`src/sv/sawct_ram.sv`:
```
// generic single write port, single read port ram with registered read
// no dependencies
`default_nettype none

module sawct_ram #(
   parameter int WIDTH = 8,
   parameter int DEPTH = 16
) (
   input  wire logic                                   clock,
   input  wire logic                                   wr_en,
   input  wire logic [((DEPTH > 1) ? $clog2(DEPTH) : 1)-1:0] wr_addr,
   input  wire logic [WIDTH-1:0]                       wr_data,
   input  wire logic                                   rd_en,
   input  wire logic [((DEPTH > 1) ? $clog2(DEPTH) : 1)-1:0] rd_addr,
   output logic      [WIDTH-1:0]                       rd_data
);

   logic [WIDTH-1:0] mem_ff [DEPTH];

   always_ff @(posedge clock) begin
      if (wr_en) begin
         mem_ff[wr_addr] <= wr_data;
      end
      if (rd_en) begin
         rd_data <= mem_ff[rd_addr];
      end
   end

endmodule

`default_nettype wire

```
`config.mk`:
```
export PLATFORM = sky130hd
export DESIGN_NAME = sawct_ram
export DESIGN_NICKNAME = d
export VERILOG_FILES = /design/src/sv/sawct_ram.sv
export SDC_FILE = /design/constraint.sdc
export NUM_CORES = 1
export LEC_CHECK = 0
export ABC_AREA = 1
export BUFFER_PORTS_ARGS = -buffer_cell sky130_fd_sc_hd__buf_2
export CORE_UTILIZATION = 39
export DETAILED_ROUTE_END_ITERATION = 7
export PLACE_DENSITY_LB_ADDON = 0.12
export SKIP_CTS_REPAIR_TIMING = 1
export SLEW_MARGIN = 20
export SYNTH_ARGS = -nofsm -noshare
export SYNTH_HDL_FRONTEND = slang
export SYNTH_SLANG_ARGS = --single-unit
```
`constraint.sdc`:
```
create_clock -name clock -period 1.8 [get_ports clock]
set_input_delay 0.27 -clock clock [delete_from_list [all_inputs] [get_ports clock]]
set_output_delay 0.27 -clock clock [all_outputs]
set_load 0.1 [all_outputs]
```
* Yosys cells after proc, flatten, opt, wreduce, memory -nomap -nowiden
Memories as Yosys holds them, arrays and structs flattened. A register that Yosys moved wholly into a read port is not among the register bits.
Cells that the tools add are included.
** Cells by class
- Muxes and demuxes :: 2
** Operator list (count)
- 1-bit 2-to-1 mux :: 2
** Word-level totals
- RAM bits :: 128
- Memories :: 1
- Flip-flop bits (word level) :: 0
- Output and inout port bits :: 8
- Word-level logic and storage cells :: 3
** Memory list
- mem_ff :: depth 16, width 8, rd ports 1, clocked after Yosys merged registers in 1, wr ports 1, line 18 : logic [WIDTH-1:0] mem_ff [DEPTH];

* Depth between registers and ports, before layout
Gate-level depths: netlist (run 1).
- Depth in word-level cells :: 2
- Gate-level depth with buffers :: 8

* Worst setup path after synthesis (run 1)
No wires, ideal clock.
- Path type :: input to register
- From :: input port wr_addr[2] (netlist bit)
- To :: memory mem_ff[10][0] (enable)
- Data arrival time :: 851 ps
- Stages :: 2
- Library setup time :: 370 ps
- Setup slack :: 579 ps
- Cell sequence :: nand3b_1 nor2_1
** RTL lines
- from (decl) :: line 11 : input wire logic [((DEPTH > 1) ? $clog2(DEPTH) : 1)-1:0] wr_addr,
- to (decl) :: line 18
Straight into the memory's write port.

* Final worst setup path (run 1)
- From :: register rd_data[2], read port of mem_ff
- To :: output port rd_data[2]
** RTL lines
- from (decl) :: line 15 : output logic [WIDTH-1:0] rd_data
No word-level cell between the ends.

==> results of run 1 <==
## flip-flops by register name, indices dropped and copies added, names as in the netlist
| register | count |
|---|---|
| mem_ff | 128 |
| rd_data | 8 |
## area by class of cell
type | instances | area share
clock inverter | 15 | 0.0302
inverter | 102 | 0.0556
clock buffer | 17 | 0.0618
multi-input combinational | 289 | 0.176
tap | 184 | 0.0334
sequential | 136 | 0.593
timing repair buffer | 49 | 0.0494
## cell families (layout without fill, tap and decap cells)
| logic type | after synthesis | in the layout |
|---|---|---|
| buffers and inverters | 126 | 183 |
| DFF | 136 | 136 |
| and+or+nand+nor | 289 | 289 |
## layout by cell type (no fill, tap or decap), types with 5 or more instances in the layout
cell       count
bufinv_16      5
buf_2         26
nand2_1      173
nand3_1       97
nor2_1        17
buf_4         20
inv_1        100
clkbuf_16     17
edfxtp_1     136
## path summary, 6_finish.rpt
path | endpoint | slack [ps] | cells past startpoint
worst min-delay path | rd_data[4]$_DFFE_PP_ | 250 | 1
worst max register to register | rd_data[6]$_DFFE_PP_ | 640 | 6
worst min register to register | rd_data[5]$_DFFE_PP_ | 750 | 6
worst max-delay path | rd_data[2] | 250 | 1
## power by group
part	switching (mW)	total, mW	internal (mW)
Combinational	0.421	0.553	0.132
Clock	1.28	3.72	2.43
Sequential	0.0216	3.59	3.57
Total	1.73	7.86	6.13
## synthesized netlist by cell type
library cell	n	area, sq um
nand2_1	173	649
nand3_1	97	485
buf_2	13	65.1
inv_2	2	7.51
buf_6	6	67.6
edfxtp_1	136	4080
nand3b_1	2	15.0
nor2_1	17	63.8
buf_1	1	3.75
buf_4	4	30.0
inv_1	100	375
## per-layer routing
layer,vias up,track usage,part of all wire
met5,-,0,0
met4,0,0.0773,0.017
met3,12,0.0391,0.049
met2,107,0.297,0.46
met1,1817,0.267,0.48
li1,1867,-,-
==> results.env, run 1 <==
RUN_STATUS='finished, final reports clean'
WORST_SETUP_PATH_STARTPOINT='rd_data[2]$_DFFE_PP_'
TIMING.CRITICAL_PATH.SLOWEST_STAGE_CELL='buf_2'
WORST-ENDPOINT-ARRIVAL_PS=1280
WORST_EP_REQUIRED_TIME_PS=1530
P_TOTAL_mW=7.86
INITIAL_UTILIZATION=0.401
NUMBER_OF_GLOBAL_ROUTE_VIAS_BEFORE_REPAIR=3685
FIRST_PASS_GRT_WIRE_LENGTH_MM=21.5
AREA_DELTA_SYNTH_FINAL_PCT=17.7
TOTAL_LEAKAGE_POWER_nW=2.96
DRTANTENNAVIOLNETS=0
POST_SYNTH_AND_OR_NAND_NOR_AREA_FRACTION=0.208
SETUP_VIOL=0
WIRELENGTH_MM=14.1
SLEW_VIOL_FINAL=0
WORSTPATHMAXFANOUT=1
SYNTH_COMPOUND_GATE_AREA_SHARE=0
NUMPLACEDINSTANCES=760
POST_SYNTH_FA_HA_MAJ_AREA_FRACTION=0
DOMINANT_COMBINATIONAL_CELL_FAMILY_BY_AREA_AFTER_SYNTHESIS='simple AND/OR/NAND/NOR gates'
DIE_W_MICRONS=124
DETAIL_ROUTE.WL_PER_CELL_MICRONS=17.8
LAYOUT.CELLS.NON_FILLER=792
SYNTH_CELL_TYPE_COUNT=11
TRITONCTS='yes'
CLOCK_SKEW_PS=7.14
FMAX_MHz=647
CRIT_BUF_INV=1
CRITICALPATHCATEGORY='reg2out'
GRT_ANTENNA_BEFORE_REPAIR=0
COREAREA_SQ_UM=14600
WORST_SETUP_PATH_END_KIND='primary output'
MAXCAPVIOLATIONS=0
R2R-START='mem_ff[1][6]$_DFFE_PP_'
WORST_PATH_LARGEST_CELL_DELAY_PS=450
CLK_TRANSITION_REPORTED_PATHS_PS=60
DRTPASS1ITERATIONS=5
FIN_CRIT_SH=0.859
BUFFER_PORTS.INSERTED=26
YOSYS-MUX-AREA-FRACTION=0
FILL_CELLS=1332
ANTENNA-DIODE-COUNT=0
GR-USAGE-ALL-LAYERS=0.193
LARGEST_NET_DEGREE_AT_THE_START_OF_GLOBAL_ROUTING=65
OVERFLOW=0
SETUP_WS_PS=254
TRITONCTS.NUM_BUFFERS=17
AREA.SEQUENTIAL_SQ_UM=4080
AREA_OF_THE_MULTI_INPUT_GATES_SQ_UM=1210
CLOCK-SINKS=136
SYNTH-SEQ-CELLS=136
POST_SYNTH_XOR_AREA_FRACTION=0
SEQUENTIAL_SHARE_OF_THE_SYNTHESIZED_AREA=0.698
CTS.PATH.MAX_BUFFERS=2
PRE_CTS_WS_PS=216
DR.FIRST_ITER.DRC_COUNT=300
POWER_DENSITY_nW_PER_UM2=1140
ROW_COUNT=44
DRC=0
FLOORPLAN.DIE.HEIGHT_MICRONS=124
WORSTSETUPSTARTPOINTTYPE='flip-flop'
FINALWORSTPATHREQUIREDPERIOD_PS=1550
DIEAREA_SQ_UM=15500
CLOCK_TREE.HTREE_LEVEL_COUNT=4
SYNTH-WARNING-COUNT=0
PLACE_AREA_SQ_UM=6250
IOPINCOUNT=27
SYN-CELL-AREA_SQ_UM=5850
CP_TOP_FAMILY='buffers and inverters'
CTS-ROOT-BUF='clkbuf_16'
SYNTHESIS.AREA_PER_INSTANCE_SQ_UM=10.6
POST-DP-HPWL_MM=8.49
FINAL_AREA_SQ_UM=6880
LAYOUT-DRIVE-GT1-SHARE=0.132
FIN_HOLD_WS_PS=248
HOLD_VIO_CNT_FINAL=0
IR_DROP_mV=0.600
LAYOUT.NETS=614
FINAL_UTIL=0.472
MIN_FROM='rd_en'
ROUTE.VIAS.TOTAL=3803
WORST_SLEW_MARGIN_REL=0.557
GP_ROUTABILITY_CONGESTION=0.754
CRITICAL_PATH.CELL_CHAIN='buf_2'
VIA_PER_INST=4.80
POSTSYNTHNETCOUNT=570
TIGHTEST_SLEW_PS=663
HOLD_PATH_CLASS='in2reg'
WORSTSKEWPAIRLATENCY_PS=420
GRT_SETUP_UNREPAIRED='no'
SETUP-TNS-FINAL_PS=0
SYN-INSTANCE-COUNT=551
Note: power is estimated with default switching activity, not from simulation.
==> inputs of run 2 (changes only) <==
--- a/config.mk
+++ b/config.mk
@@ -10,8 +10,10 @@
 export CORE_UTILIZATION = 39
 export DETAILED_ROUTE_END_ITERATION = 7
 export PLACE_DENSITY_LB_ADDON = 0.12
+export SETUP_SLACK_MARGIN = 0.02
 export SKIP_CTS_REPAIR_TIMING = 1
 export SLEW_MARGIN = 20
 export SYNTH_ARGS = -nofsm -noshare
 export SYNTH_HDL_FRONTEND = slang
 export SYNTH_SLANG_ARGS = --single-unit
+export TNS_END_PERCENT = 20
==> constraint.sdc (replaced) <==
create_clock -name clock -period 1.8 [get_ports clock]
set_input_delay 0.09 -clock clock [delete_from_list [all_inputs] [get_ports clock]]
set_output_delay 0.09 -clock clock [all_outputs]
set_load 0.1 [all_outputs]
==> results.env, run 2 (synthesis results as in run 1) <==
MAX_FLOP_REGISTER='mem_ff'
FF2FF_SETUP_SLACK_PS=610  # -30 ps
ANTENNA-DIODE-COUNT=0  # unchanged
POST-DP-HPWL_MM=8.44  # -0.58%
SWITCHINGPOWER_mW=1.61  # -6.7%
SLEW_VIOL_FINAL=0  # unchanged
FIRST_PASS_GRT_WIRE_LENGTH_MM=21.7  # +0.64%
FIN_HOLD_WS_PS=57.4  # -191 ps
FINALWORSTPATHREQUIREDPERIOD_PS=1360  # -189 ps
WORSTSKEWPAIRLATENCY_PS=420  # about the same
HOLD_VIO_CNT_FINAL=0  # unchanged
CLK_TRANSITION_REPORTED_PATHS_PS=50  # about the same
TOTAL_LEAKAGE_POWER_nW=2.89  # -2.6%
LARGEST_REGISTER_FF_COUNT=128  # unchanged
SWITCHING_SHARE=0.229  # +0.00965
RUN_STATUS='finished, final reports clean'
FINAL_UTIL=0.460  # -0.0117
LAYOUT_COMMON_CELLS='nand2_1 (173), edfxtp_1 (136), inv_1 (100), nand3_1 (97), buf_2 (26)'
CTS-ROOT-BUF='clkbuf_16'
DETAIL_ROUTE.WL_PER_CELL_MICRONS=17.6  # -1.0%
DRC=0  # unchanged
TRITONCTS='yes'
CLOCK-SINKS=136  # unchanged
INITIAL_UTILIZATION=0.401  # unchanged
IOPINCOUNT=27  # unchanged
MAXCAPVIOLATIONS=0  # unchanged
HOLD_PATH_CLASS='in2reg'
COMBPWRFRAC=0.078  # +0.008
CRITICALPATHCATEGORY='reg2out'
GP_ROUTABILITY_CONGESTION=0.742  # -1.5%
WORST_SLEW_MARGIN_REL=0.565  # +0.00778
DIEAREA_SQ_UM=15500  # unchanged
DRTPASS1ITERATIONS=5  # unchanged
FINAL_COMMON_CELL='nand2_1'
WORST-ENDPOINT-ARRIVAL_PS=1270  # about the same
TRITONCTS.NUM_BUFFERS=17  # unchanged
VIA_PER_INST=4.79  # -0.35%
POWER_DENSITY_nW_PER_UM2=1050  # -8.3%
DR.FIRST_ITER.DRC_COUNT=355  # +18%
CLOCK_POWER_SHARE=0.411  # -0.062
FMAX_MHz=737  # +14%
CP_TOP_FAMILY='buffers and inverters'
LAYOUT.NETS=613  # -0.16%
DRTANTENNAVIOLNETS=0  # unchanged
CLOCK_TREE.HTREE_LEVEL_COUNT=4  # unchanged
WIRELENGTH_MM=13.9  # -1.2%
WORST_PATH_LARGEST_CELL_DELAY_PS=450  # about the same
WORSTPATHMAXFANOUT=1  # unchanged
TIGHTEST_SLEW_PS=651  # -11.7 ps
ROUTE.VIAS.TOTAL=3785  # -0.47%
COREAREA_SQ_UM=14600  # unchanged
AREA_OF_THE_MULTI_INPUT_GATES_SQ_UM=1210  # unchanged
BUFFER_PORTS.INSERTED=26  # unchanged
TIMING.CRITICAL_PATH.SLOWEST_STAGE_CELL='buf_2'
CELL_INTERNAL_PWR_mW=5.42  # -12%
WORST_SETUP_PATH_END_KIND='primary output'
REG.LARGEST.LIST='mem_ff (128), rd_data (8)'
GR-USAGE-ALL-LAYERS=0.193  # +0.000388
GRT_ANTENNA_BEFORE_REPAIR=0  # unchanged
CRITICAL_PATH.CELL_CHAIN='buf_2'
FLOORPLAN.DIE.HEIGHT_MICRONS=124  # unchanged
P_TOTAL_mW=7.03  # -11%
SEQ_POWER_SHARE=0.511  # +0.054
FILL_CELLS=1364  # +2.4%
IR_DROP_mV=0.597  # -0.55%
CLOCK_SKEW_PS=5.63  # -1.51 ps
DIE_W_MICRONS=124  # unchanged
GRT_SETUP_UNREPAIRED='no'
SETUP_WS_PS=443  # +189 ps
CRIT_BUF_INV=1  # unchanged
FIN_CRIT_SH=0.754  # -0.105
CTS.PATH.MAX_BUFFERS=2  # unchanged
SETUP-TNS-FINAL_PS=0  # unchanged
AREA_DELTA_SYNTH_FINAL_PCT=14.8
SETUP_VIOL=0  # unchanged
AREA.SEQUENTIAL_SQ_UM=4080  # unchanged
ROW_COUNT=44  # unchanged
NUMBER_OF_GLOBAL_ROUTE_VIAS_BEFORE_REPAIR=3689  # +0.11%
WORSTSETUPSTARTPOINTTYPE='flip-flop'
WORST_EP_REQUIRED_TIME_PS=1710  # +180 ps
OVERFLOW=0  # unchanged
LARGEST_NET_DEGREE_AT_THE_START_OF_GLOBAL_ROUTING=65  # unchanged
LAYOUT-DRIVE-GT1-SHARE=0.112  # -0.0196
PRE_CTS_WS_PS=397  # +181 ps
[run 2: changes by cell type in the layout (fill, tap and decap cells not counted), sizes merged]
cell and change:
clkbuf +7, clkinv +1, bufinv -5, clkinvlp -3, buf -1
[run 2: cell type report]
| type | count | share of cell area |
|---|---|---|
| multi-input cells | 289 | 0.181 |
| repair buffers | 48 | 0.0477 |
| clock buffers | 24 | 0.0673 |
| well taps | 184 | 0.0343 |
| clock inverters | 8 | 0.00466 |
| flip-flops and latches | 136 | 0.608 |
| inverters | 102 | 0.0570 |
[run 2: worst paths after layout]
path,cells past startpoint,endpoint,start
max reg2reg,6,rd_data[7]$_DFFE_PP_,mem_ff[13][7]$_DFFE_PP_
min,1,rd_data[1]$_DFFE_PP_,rd_en
min reg2reg,6,rd_data[5]$_DFFE_PP_,mem_ff[12][5]$_DFFE_PP_
max,1,rd_data[2],rd_data[2]$_DFFE_PP_
[run 2: power groups by stage]
stage	clock, mW	combinational [mW]	sequential [mW]
after global placement	0	0.548	3.66
after CTS	2.94	0.555	3.59
after detailed placement	0	0.553	3.66
after global routing	3.09	0.601	3.60
final	2.89	0.547	3.59
after floorplan	0	0.250	3.76
[run 2: per-layer routing]
metal	track usage	vias up	wire, microns
met5	0	-	0
met1	0.271	1784	6720
li1	-	1865	-
met2	0.278	113	5970
met4	0.0836	0	360
met3	0.0571	23	853
[run 2: stage by stage]
step | area, sq um | cells
global route | 6710 | 791
floorplan | 5850 | 551
detailed placement | 6230 | 759
global placement | 6230 | 759
finish | 6710 | 791
CTS | 6710 | 791
[run 2: worst reg2reg max path, delay by kind of cell (launching register included)]
family,cells,cell delay (ps)
buffers and inverters,1,60
and+or+nand+nor,5,510
DFF,1,370
==> inputs of run 3 (changes only) <==
==> constraint.sdc (replaced) <==
create_clock -name clock -period 1.1 [get_ports clock]
set_input_delay 0.055 -clock clock [delete_from_list [all_inputs] [get_ports clock]]
set_output_delay 0.055 -clock clock [all_outputs]
set_load 0.1 [all_outputs]
==> results.env, run 3 (synthesis results as in run 1) <==
RUN_STATUS='finished with violations'
VIOLATED_CHECKS='negative setup slack'
CLOCK_POWER_SHARE=0.415  # +0.004
WORST_HOLD_PATH.ENDPOINT='rd_data[7]$_DFFE_PP_'
R2R-START='mem_ff[2][6]$_DFFE_PP_'
WORSTSKEWPAIRLATENCY_PS=420  # about the same
GRT.BUSIEST_LAYER='met2'
FLOORPLAN.DIE.HEIGHT_MICRONS=124  # unchanged
CELL_INTERNAL_PWR_mW=9.22  # +70%
POWER_DENSITY_nW_PER_UM2=1660  # +58%
SETUP_VIOL=4  # +4
NUMPLACEDINSTANCES=767  # +1.1%
COREAREA_SQ_UM=14600  # unchanged
FIRST_PASS_GRT_WIRE_LENGTH_MM=21.7  # +0.44%
TRITONCTS='yes'
CRITICAL_PATH.REG2REG.ENDPOINT='rd_data[6]$_DFFE_PP_'
GP_ROUTABILITY_CONGESTION=0.830  # +12%
WORST_PATH_LARGEST_CELL_DELAY_PS=440  # about the same
GRT_UTIL_MET3=0.0434  # -0.0137
BUFFER_PORTS.INSERTED=26  # unchanged
INITIAL_UTILIZATION=0.401  # unchanged
PRE_CTS_WS_PS=-236  # -633 ps
GRT_SETUP_UNREPAIRED='yes'
HOLD_VIO_CNT_FINAL=0  # unchanged
LAYOUT-DRIVE-GT1-SHARE=0.217  # +0.105
MIN_FROM='rd_en'
GR-USAGE-ALL-LAYERS=0.191  # -0.00209
LAYOUT.NETS=621  # +1.3%
ROW_COUNT=44  # unchanged
DR.FIRST_ITER.DRC_COUNT=215  # -39%
POST-DP-HPWL_MM=8.86  # +5.0%
IOPINCOUNT=27  # unchanged
DRTPASS1ITERATIONS=5  # unchanged
FIN_HOLD_WS_PS=14.4  # -43.0 ps
CRIT_BUF_INV=1  # unchanged
AREA_DELTA_SYNTH_FINAL_PCT=23.3
OVERFLOW=0  # unchanged
VIA_PER_INST=4.79  # +0.13%
FILL_CELLS=1283  # -5.9%
FINAL_COMMON_CELL='nand2_1'
NUMBER_OF_GLOBAL_ROUTE_VIAS_BEFORE_REPAIR=3823  # +3.6%
SWITCHINGPOWER_mW=2.72  # +69%
WORSTSETUPSTARTPOINTTYPE='flip-flop'
CTS-ROOT-BUF='clkbuf_16'
SLEW_VIOL_FINAL=0  # unchanged
WORST_SETUP_PATH_END_KIND='primary output'
HOLD_PATH_CLASS='in2reg'
SETUP_WS_PS=-11.6  # -454 ps
GROUTE.LAYER.MET1.USAGE=0.264  # -0.00713
REG.LARGEST.LIST='mem_ff (128), rd_data (8)'
WIRELENGTH_MM=14.0  # +0.58%
CLOCK_SKEW_PS=8.98  # +3.35 ps
MAXCAPVIOLATIONS=0  # unchanged
IR_DROP_mV=0.875  # +47%
GRT_ANTENNA_BEFORE_REPAIR=0  # unchanged
DRTANTENNAVIOLNETS=0  # unchanged
COMBPWRFRAC=0.092  # +0.014
DIE_W_MICRONS=124  # unchanged
DETAIL_ROUTE.WL_PER_CELL_MICRONS=17.6  # about the same
CLOCK_TREE.HTREE_LEVEL_COUNT=4  # unchanged
ANTENNA-DIODE-COUNT=0  # unchanged
FMAX_MHz=900
REG2REGPATHDEPTH=6  # unchanged
GRT.MET2_USAGE=0.284  # +0.00617
TIGHTEST_SLEW_PS=465  # -186 ps
FF2FF_SETUP_SLACK_PS=0  # -610 ps
WORSTPATHMAXFANOUT=1  # unchanged
SETUP-TNS-FINAL_PS=-22.5  # -22.5 ps
ROUTE.VIAS.TOTAL=3814  # +0.77%
CLK_TRANSITION_REPORTED_PATHS_PS=50  # about the same
TIMING.CRITICAL_PATH.SLOWEST_STAGE_CELL='edfxtp_1'
TOTAL_LEAKAGE_POWER_nW=3.10  # +7.3%
CLOCK-SINKS=136  # unchanged
WORST_EP_REQUIRED_TIME_PS=1040  # -670 ps
P_TOTAL_mW=11.9  # +70%
LAYOUT.CELLS.NON_FILLER=796  # +0.63%
LAYOUT_COMMON_CELLS='nand2_1 (167), edfxtp_1 (136), inv_1 (99), nand3_1 (50), nand3_2 (47)'
PLACE_AREA_SQ_UM=6460  # +3.7%
MAX_FLOP_REGISTER='mem_ff'
CRITICAL_PATH.CELL_CHAIN='buf_12'
SWITCHING_SHARE=0.228  # -0.00119
CTS.PATH.MAX_BUFFERS=2  # unchanged
FIN_CRIT_SH=1.01
CP_TOP_FAMILY='flip-flops'
TRITONCTS.NUM_BUFFERS=17  # unchanged
LARGEST_NET_DEGREE_AT_THE_START_OF_GLOBAL_ROUTING=35  # -46%
WORST_HOLD_PATH.NUM_CELLS=1  # unchanged
FINALWORSTPATHREQUIREDPERIOD_PS=1110
SEQ_POWER_SHARE=0.493  # -0.018
WORST-ENDPOINT-ARRIVAL_PS=1060  # -210 ps
FINAL_UTIL=0.494  # +0.0341
FINAL_AREA_SQ_UM=7210  # +7.4%
DIEAREA_SQ_UM=15500  # unchanged
WORST_SLEW_MARGIN_REL=0.690  # +0.125
CRITICALPATHCATEGORY='reg2out'
DRC=0  # unchanged
LARGEST_REGISTER_FF_COUNT=128  # unchanged
[run 3: changes by cell type in the layout (fill, tap and decap cells not counted), sizes merged]
cell / before / now
buf: 48 / 56
clkinv: 8 / 6
bufinv: 0 / 1
clkbuf: 24 / 22
[run 3: how the worst max path moves through the flow]
stage                            from                      to  slack [ps]  cells after the start
2_1_floorplan              wr_addr[3]  mem_ff[4][0]$_DFFE_PP_          90                      2
3_3_place_gp               rd_addr[0]    rd_data[7]$_DFFE_PP_        -200                      9
3_5_place_dp               rd_addr[0]    rd_data[7]$_DFFE_PP_        -240                      9
4_1_cts        mem_ff[2][6]$_DFFE_PP_    rd_data[6]$_DFFE_PP_         -60                      6
5_1_grt        mem_ff[8][6]$_DFFE_PP_    rd_data[6]$_DFFE_PP_         -50                      6
6_report         rd_data[7]$_DFFE_PP_              rd_data[7]         -10                      1
[run 3: final cells by class]
type / instances / area, sq um / share of cell area
flip-flops and latches: 136 / 4080 / 0.566
clock buffers: 22 / 444 / 0.0616
well taps: 184 / 230 / 0.0319
clock inverters: 7 / 56.3 / 0.00781
repair buffers: 56 / 551 / 0.0763
multi-input cells: 289 / 1460 / 0.203
inverters: 102 / 383 / 0.0531
[run 3: power groups by stage]
stage | sequential [mW] | clock (mW) | combinational, mW
floorplan | 6.15 | 0 | 0.409
global placement | 6.00 | 0 | 1.02
detailed placement | 6.00 | 0 | 1.02
CTS | 5.89 | 5.04 | 1.03
global route | 5.90 | 5.25 | 1.19
finish | 5.89 | 4.95 | 1.10
[run 3: routing by layer]
metal | vias up | share of wire
met3 | 18 | 0.041
met2 | 96 | 0.46
li1 | 1878 | -
met5 | - | 0
met1 | 1822 | 0.47
met4 | 0 | 0.020
